===== config.mk =====
export PLATFORM = sky130hd
export DESIGN_NAME = ppsb_ctrl
export DESIGN_NICKNAME = d
export VERILOG_FILES = /design/src/rtl/ppsb_pkg.sv /design/src/rtl/ppsb_ctrl.sv
export SDC_FILE = /design/constraint.sdc
export NUM_CORES = 1
export LEC_CHECK = 0
export BUFFER_PORTS_ARGS = -buffer_cell sky130_fd_sc_hd__buf_2
export CAP_MARGIN = 20
export CORE_UTILIZATION = 43
export DETAILED_ROUTE_END_ITERATION = 6
export HOLD_SLACK_MARGIN = 0.15
export PLACE_DENSITY = 0.67
export SYNTH_ARGS = -nofsm -noshare
export SYNTH_HDL_FRONTEND = slang
export SYNTH_SLANG_ARGS = --single-unit

===== constraint.sdc =====
create_clock -name clk -period 2.4 [get_ports clk]
set_input_delay 0.48 -clock clk [delete_from_list [all_inputs] [get_ports clk]]
set_output_delay 0.48 -clock clk [all_outputs]
set_load 0.02 [all_outputs]

===== src/rtl/ppsb_pkg.sv =====
`timescale 1ns / 1ps
`default_nettype none

package ppsb_pkg;

    // Bridge phases; code 7 is unused and behaves as idle
    typedef enum logic [2:0] {
        PH_IDLE = 3'd0,
        PH_TX   = 3'd1,
        PH_REL  = 3'd2,
        PH_RDY  = 3'd3,
        PH_DRV  = 3'd4,
        PH_TURN = 3'd5,
        PH_END  = 3'd6
    } phase_t;

    // Data lines value when the port is released
    localparam logic [7:0] PORT_RELEASED = 8'hFF;

    // Ring buffer status seen by the control logic
    typedef struct packed {
        logic empty;
        logic full;
    } ring_stat_t;

    // One result transaction
    typedef struct packed {
        logic       busy_res;
        logic       data_ready_n;
        logic [7:0] port_data;
        logic       port_drive;
        logic       tx_start;
        logic [7:0] tx_byte;
        logic       tx_bit9;
        logic       bus_drive_enable;
        logic       rx_dropped;
    } result_t;

endpackage

`default_nettype wire


===== src/rtl/ppsb_ctrl.sv =====
`timescale 1ns / 1ps
`default_nettype none

module ppsb_ctrl (
    input  wire logic                 clk,
    input  wire logic                 rst_n,
    input  wire logic                 step,
    input  wire logic                 strobe_n,
    input  wire logic                 ack_n,
    input  wire logic [7:0]           host_data,
    input  wire logic                 host_bit9,
    input  wire logic                 rx_valid,
    input  wire logic                 tx_done,
    input  wire ppsb_pkg::ring_stat_t stat,
    input  wire logic [7:0]           rd_data,
    output logic                      pop_req,
    output ppsb_pkg::result_t         res
);

    ppsb_pkg::phase_t  phase_reg;
    ppsb_pkg::phase_t  phase_next;
    logic              busy_reg;
    logic              busy_next;
    logic [7:0]        held_byte_reg;
    logic              held_bit9_reg;
    logic              held_sel_reg;
    logic              latch;
    logic              pop;
    logic [7:0]        held_eff;
    logic [7:0]        show_byte;
    logic              show_bit9;
    ppsb_pkg::result_t res_reg;
    ppsb_pkg::result_t res_next;

    // A popped byte lives in the ring read register until the next latch or pop
    assign held_eff = held_sel_reg ? rd_data : held_byte_reg;

    // Next phase and busy for this transaction
    always_comb
    begin
        phase_next = phase_reg;
        busy_next  = busy_reg;
        latch      = 1'b0;
        pop        = 1'b0;
        case (phase_reg)
            ppsb_pkg::PH_TX:
            begin
                if (tx_done)
                begin
                    if (strobe_n)
                    begin
                        busy_next  = 1'b0;
                        phase_next = ppsb_pkg::PH_IDLE;
                    end
                    else
                    begin
                        phase_next = ppsb_pkg::PH_REL;
                    end
                end
            end
            ppsb_pkg::PH_REL:
            begin
                if (strobe_n)
                begin
                    busy_next  = 1'b0;
                    phase_next = ppsb_pkg::PH_IDLE;
                end
            end
            ppsb_pkg::PH_RDY:
            begin
                if (!ack_n)
                    phase_next = ppsb_pkg::PH_DRV;
            end
            ppsb_pkg::PH_DRV:
            begin
                if (ack_n)
                    phase_next = ppsb_pkg::PH_TURN;
            end
            ppsb_pkg::PH_TURN:
            begin
                if (!ack_n)
                    phase_next = ppsb_pkg::PH_END;
            end
            ppsb_pkg::PH_END:
            begin
                if (ack_n)
                    phase_next = ppsb_pkg::PH_IDLE;
            end
            default:
            begin
                // Strobe wins over a pending hand-over
                if (!strobe_n)
                begin
                    latch      = 1'b1;
                    busy_next  = 1'b1;
                    phase_next = ppsb_pkg::PH_TX;
                end
                else if (!stat.empty)
                begin
                    pop        = 1'b1;
                    phase_next = ppsb_pkg::PH_RDY;
                end
            end
        endcase
    end

    assign pop_req = step & pop;

    // Build the result from the updated state
    always_comb
    begin
        show_byte = latch ? host_data : held_eff;
        show_bit9 = latch ? host_bit9 : held_bit9_reg;

        res_next.busy_res     = busy_next;
        res_next.data_ready_n = !((phase_next == ppsb_pkg::PH_RDY)
                                  || (phase_next == ppsb_pkg::PH_TURN));
        res_next.port_drive   = (phase_next == ppsb_pkg::PH_DRV);
        res_next.port_data    = res_next.port_drive ? show_byte
                                                    : ppsb_pkg::PORT_RELEASED;
        res_next.tx_start     = latch;
        res_next.bus_drive_enable = (phase_next == ppsb_pkg::PH_TX);
        res_next.tx_byte      = res_next.bus_drive_enable ? show_byte : 8'h00;
        res_next.tx_bit9      = res_next.bus_drive_enable & show_bit9;
        res_next.rx_dropped   = rx_valid & stat.full;
    end

    // Hold control state between transactions
    always_ff @(posedge clk or negedge rst_n)
    begin
        if (!rst_n)
        begin
            phase_reg     <= ppsb_pkg::PH_IDLE;
            busy_reg      <= 1'b0;
            held_byte_reg <= 8'h00;
            held_bit9_reg <= 1'b0;
            held_sel_reg  <= 1'b0;
        end
        else if (step)
        begin
            phase_reg <= phase_next;
            busy_reg  <= busy_next;
            if (latch)
            begin
                held_byte_reg <= host_data;
                held_bit9_reg <= host_bit9;
                held_sel_reg  <= 1'b0;
            end
            else if (pop)
            begin
                held_sel_reg <= 1'b1;
            end
        end
    end

    // Register the result
    always_ff @(posedge clk)
    begin
        if (step)
        begin
            res_reg <= res_next;
        end
    end

    assign res = res_reg;

endmodule

`default_nettype wire

**Word-level counts from Yosys, hierarchy flattened**

Cells that the tools add are included.

- Flip-flop bits (word level): 37
- Output and inout bits: 24
- Word-level logic and storage cells: 58
- Bits of input ports: 26

- Reductions and logical operators: 7
- Equal/unequal tests: 10
- Mux-type cells: 24
- Bitwise logic cells: 3

Operator list:

| operator | number |
|---|---|
| 3-bit 2-to-1 mux | 8 |
| 3-bit one-hot mux with 6 select lines | 1 |
| 8-bit 2-to-1 mux | 2 |
| 3-bit == test (second input constant) | 5 |
| 1-bit 2-to-1 mux | 11 |
| 3-bit by 2-bit == test with 1-bit output (second input constant) | 3 |
| 3-bit by 1-bit == test with 1-bit output (second input constant) | 2 |
| 6-bit OR reduction | 1 |
| 2-bit AND reduction | 2 |
| 4-bit OR reduction | 1 |
| 1-bit AND | 3 |
| 1-bit one-hot mux with 3 select lines | 1 |
| 2-bit 2-to-1 mux | 1 |
| 2-bit nonzero test | 1 |
| 1-bit zero test | 1 |
| 1-bit logical OR | 1 |

**Depth between registers and ports, before layout**

- Depth in word-level cells: 6
- Mapped depth: 7
- Depth with buffers taken out: 5

**Worst setup path before layout**

Ideal clock, no wire load.

- Path type: register -> register
- Start point: register phase_reg[2]
- End point: register held_bit9_reg
- Buffers on the path: 1
- Data arrival time: 1552 ps
- Period minus slack after synthesis: 1676 ps
- Setup time: 125 ps
- Setup slack: 724 ps
- Stages on the path, launching flop included: 6
- Required time: 2275 ps
- Cells stage by stage: dfrtp_1 > or3_1 > a21oi_1 > and2_1 > buf_4 > mux2_2

- Longest elaborated chain between the ends: 4
- Elaborated cells between the ends (all ways): 9
- Classes of those cells: eq/ne (6); mux (2); reduce/logical (1)

Ends and longest elaborated chain:

| what | RTL line | RTL |
|---|---|---|
| start, declared | ppsb_ctrl.sv:20 | `ppsb_pkg::phase_t phase_reg;` |
| start signal, assigned | ppsb_ctrl.sv:133 | `phase_reg <= ppsb_pkg::PH_IDLE;` |
| start signal, assigned | ppsb_ctrl.sv:141 | `phase_reg <= phase_next;` |
| 3-bit == test, or another cell as far along | ppsb_ctrl.sv:45 | `case (phase_reg)` |
| 6-bit OR reduction (no source line) * | -- |  |
| 1-bit 2-to-1 mux * | ppsb_ctrl.sv:45 |  |
| 1-bit 2-to-1 mux * | -- |  |
| end signal, assigned | ppsb_ctrl.sv:146 | `held_bit9_reg <= host_bit9;` |
| end, declared | ppsb_ctrl.sv:25 | `logic held_bit9_reg;` |

Every way passes the cells marked *; elsewhere a longest branch is shown, timed or not.
A chain may end at the register's enable or synchronous reset.

**Final worst setup path**

- Start point: register phase_reg[1]
- End point: register held_byte_reg[6]

- Longest elaborated chain between the ends: 4
- Elaborated cells between the ends (all ways): 9
- Classes of those cells: eq/ne (6); mux (1); reduce/logical (2)

Ends and longest elaborated chain:

| what | RTL line | RTL |
|---|---|---|
| 3-bit == test, or another cell as far along | ppsb_ctrl.sv:45 |  |
| 6-bit OR reduction (no source line) * | -- |  |
| 1-bit 2-to-1 mux * | ppsb_ctrl.sv:45 |  |
| 2-bit AND reduction (no source line) * | -- |  |
| end signal, assigned | ppsb_ctrl.sv:145 | `held_byte_reg <= host_data;` |
| end, declared | ppsb_ctrl.sv:24 | `logic [7:0] held_byte_reg;` |

Marked as above.

==> metrics.yaml <==
synthesis:
  yosysUniqueCellTypes: 33
  synthCells: 142
  syn_avg_cell_area_um2: 12.2
  syn_area_um2: 1730
  yosys_warnings: 0
  synth.yosys.seq_area_share: 0.600
  synth_fp_nets: 168
  ys_ff_latch: 37
clock_network:
  cts_tree: "done"
  clkSinkCount: 37
  clk_root_buffer_cell: "clkbuf_8"
  htreeDepth: 2
  clkSlewWorstSetupHoldPaths_ns: 0.08
  cts_buffers: 5
  cts_resized: 0
  post-cts-setup-buffer-count: 0
  clk_path_buf_depth: 2
  worstSkewPairLatency_ns: 0.29
  ctsHoldBuffers: 1
floorplan:
  coreArea_um2: 3770
  dieWidth_um: 65.5
  start_util: 0.460
  die_h_um: 65.5
  dieArea_um2: 4290
  num_io_pins: 50
  rows: 22
setup_path:
  crit_arrival_ns: 2.28
  regToRegStartpoint: "phase_reg[1]"
  critical_path.startpoint: "phase_reg[1]"
  start_kind: "flip-flop"
  endpoint_kind: "flip-flop"
  crit_type: "reg2reg"
  worstPathRequired_ns: 2.57
  cp_max_fo: 12
final_layout:
  layout-drive-gt1-share: 0.396
  num_antenna_cells: 0
  final_cell_mix: "buf_2 (49), edfxtp_1 (23), nor2_1 (22), dfrtp_1 (14)"
  largest_reg_flops: 23
  nets: 222
  areaGrowthSynthToFinish_pct: 26.5
  fin_area_um2: 2190
  fin_util: 0.582
  final_common_cell: "buf_2"
  n_fill_cell: 313
timing:
  setup_tns_ns: 0
  fmax_mhz: 476
  finalCriticalPeriod_ns: 2.10
  clock_skew_ns: 0.00754
  fin_hold_ws_ns: 0.445
  setup_viol: 0
  fin_crit_sh: 0.876
  rsz0062_at_grt: "no"
  drv_slew: 0
  tightest_slew_ns: 0.458
  slew_headroom: 0.694
  finalHoldViolCount: 0
detailed_routing:
  drt-vias-per-instance: 5.11
  vias: 1252
  drc: 0
  wirelength_um: 3340
  first_pass_iters: 4
  drt_iter0_drc: 47
  wl_per_cell_um: 13.6
  final_antenna_net_count: 0
global_route:
  grt_use_met1: 0.225
  busiest_layer: "met2"
  grt_pass1_wl_um: 5500
  grt_max_degree: 21
  grtUsageMet3: 0.0538
  antenna_found_initial: 0
  first_global_vias: 1239
  met2_usage: 0.273
  grt_usage: 0.175
  overflow: 0
hold_path:
  min_path_type: "in2reg"
  holdCritStartpoint: "host_data[2]"
pwr:
  p_leak_nw: 0.930
  p_per_area_nw_per_um2: 1330
  p_total_mw: 2.92
  ir_drop_uv: 503
place:
  place_area_um2: 2050
  dpl.hpwl_um: 2530
  gp_congestion: 0.750
  io_buffers: 49
flow_run:
  drv_cap: 0
outcome:
  status: "finished clean"
## cell type report
class | instances | area, um^2 | area share
flip-flops and latches | 37 | 1040 | 0.475
multi-input cells | 96 | 646 | 0.294
repair buffers | 55 | 305 | 0.139
clock buffers | 5 | 68.8 | 0.0314
clock inverters | 3 | 68.8 | 0.0314
well taps | 48 | 60.1 | 0.0274
inverters | 1 | 3.75 | 0.00171
## worst paths after layout
path,end,slack (ns),cells after the start
min,held_byte_reg[2],0.44,2
max in group asynchronous,busy_reg,1.56,2
max reg2reg,held_byte_reg[6],0.30,4
max,held_byte_reg[6],0.30,4
min reg2reg,held_byte_reg[5],0.51,1
min in group asynchronous,held_byte_reg[1],0.60,2
## where the power goes
| group | switching, mW | internal (mW) |
|---|---|---|
| Sequential | 0.121 | 0.961 |
| Clock | 0.222 | 0.418 |
| Combinational | 0.693 | 0.508 |
| Total | 1.04 | 1.89 |
## cells in the mapped netlist
cell,instances,area (um^2)
clkbuf_1,1,3.75
or3b_1,1,8.76
inv_1,1,3.75
edfxtp_1,23,691
a211oi_1,1,7.51
nand2_1,13,48.8
nand3_1,3,15.0
a21o_1,1,7.51
dfrtp_1,14,350
buf_4,2,15.0
o21ai_0,2,10.0
o31ai_2,1,12.5
mux2_2,11,124
nor3b_1,2,15.0
xnor2_1,1,8.76
and2_1,2,12.5
nor2b_1,1,6.26
a21oi_1,13,65.1
clkbuf_2,1,5.00
nand4b_1,1,8.76
nor2_1,22,82.6
nand3b_4,1,20.0
nand3b_1,1,7.51
and2b_1,2,15.0
o21a_1,1,7.51
mux2i_1,9,90.1
buf_2,4,20.0
or3_1,1,6.26
nor3_4,2,32.5
o31a_1,1,8.76
nand2b_1,1,6.26
and3_1,1,6.26
a22oi_2,1,12.5
## worst max-delay path, cell delays in order (launching register included)
cell and delay (ns):
dfrtp_1 0.49, or3_1 0.39, a21oi_1 0.27, and2_1 0.46
mux2_2 0.39
## layer usage
metal / up-vias / routed length (um)
li1: 613 / -
met5: - / 0
met1: 590 / 1460
met2: 45 / 1620
met3: 4 / 221
met4: 0 / 27
## per-stage QoR
stage	worst slack, ns	instances
finish	0.298	245
CTS	0.293	245
floorplan	0.724	142
detailed placement	0.304	236
global route	0.171	245
global placement	0.356	236
## cells by family (layout without fill, tap and decap cells)
family,after synthesis,in the layout,share of synthesized area
mux,20,20,0.123
simple gates,54,54,0.168
buf+inv,9,64,0.0274
compound gates,21,21,0.0758
xor+xnor,1,1,0.00505
flops,37,37,0.600
Power figures use the tool's default switching activity.
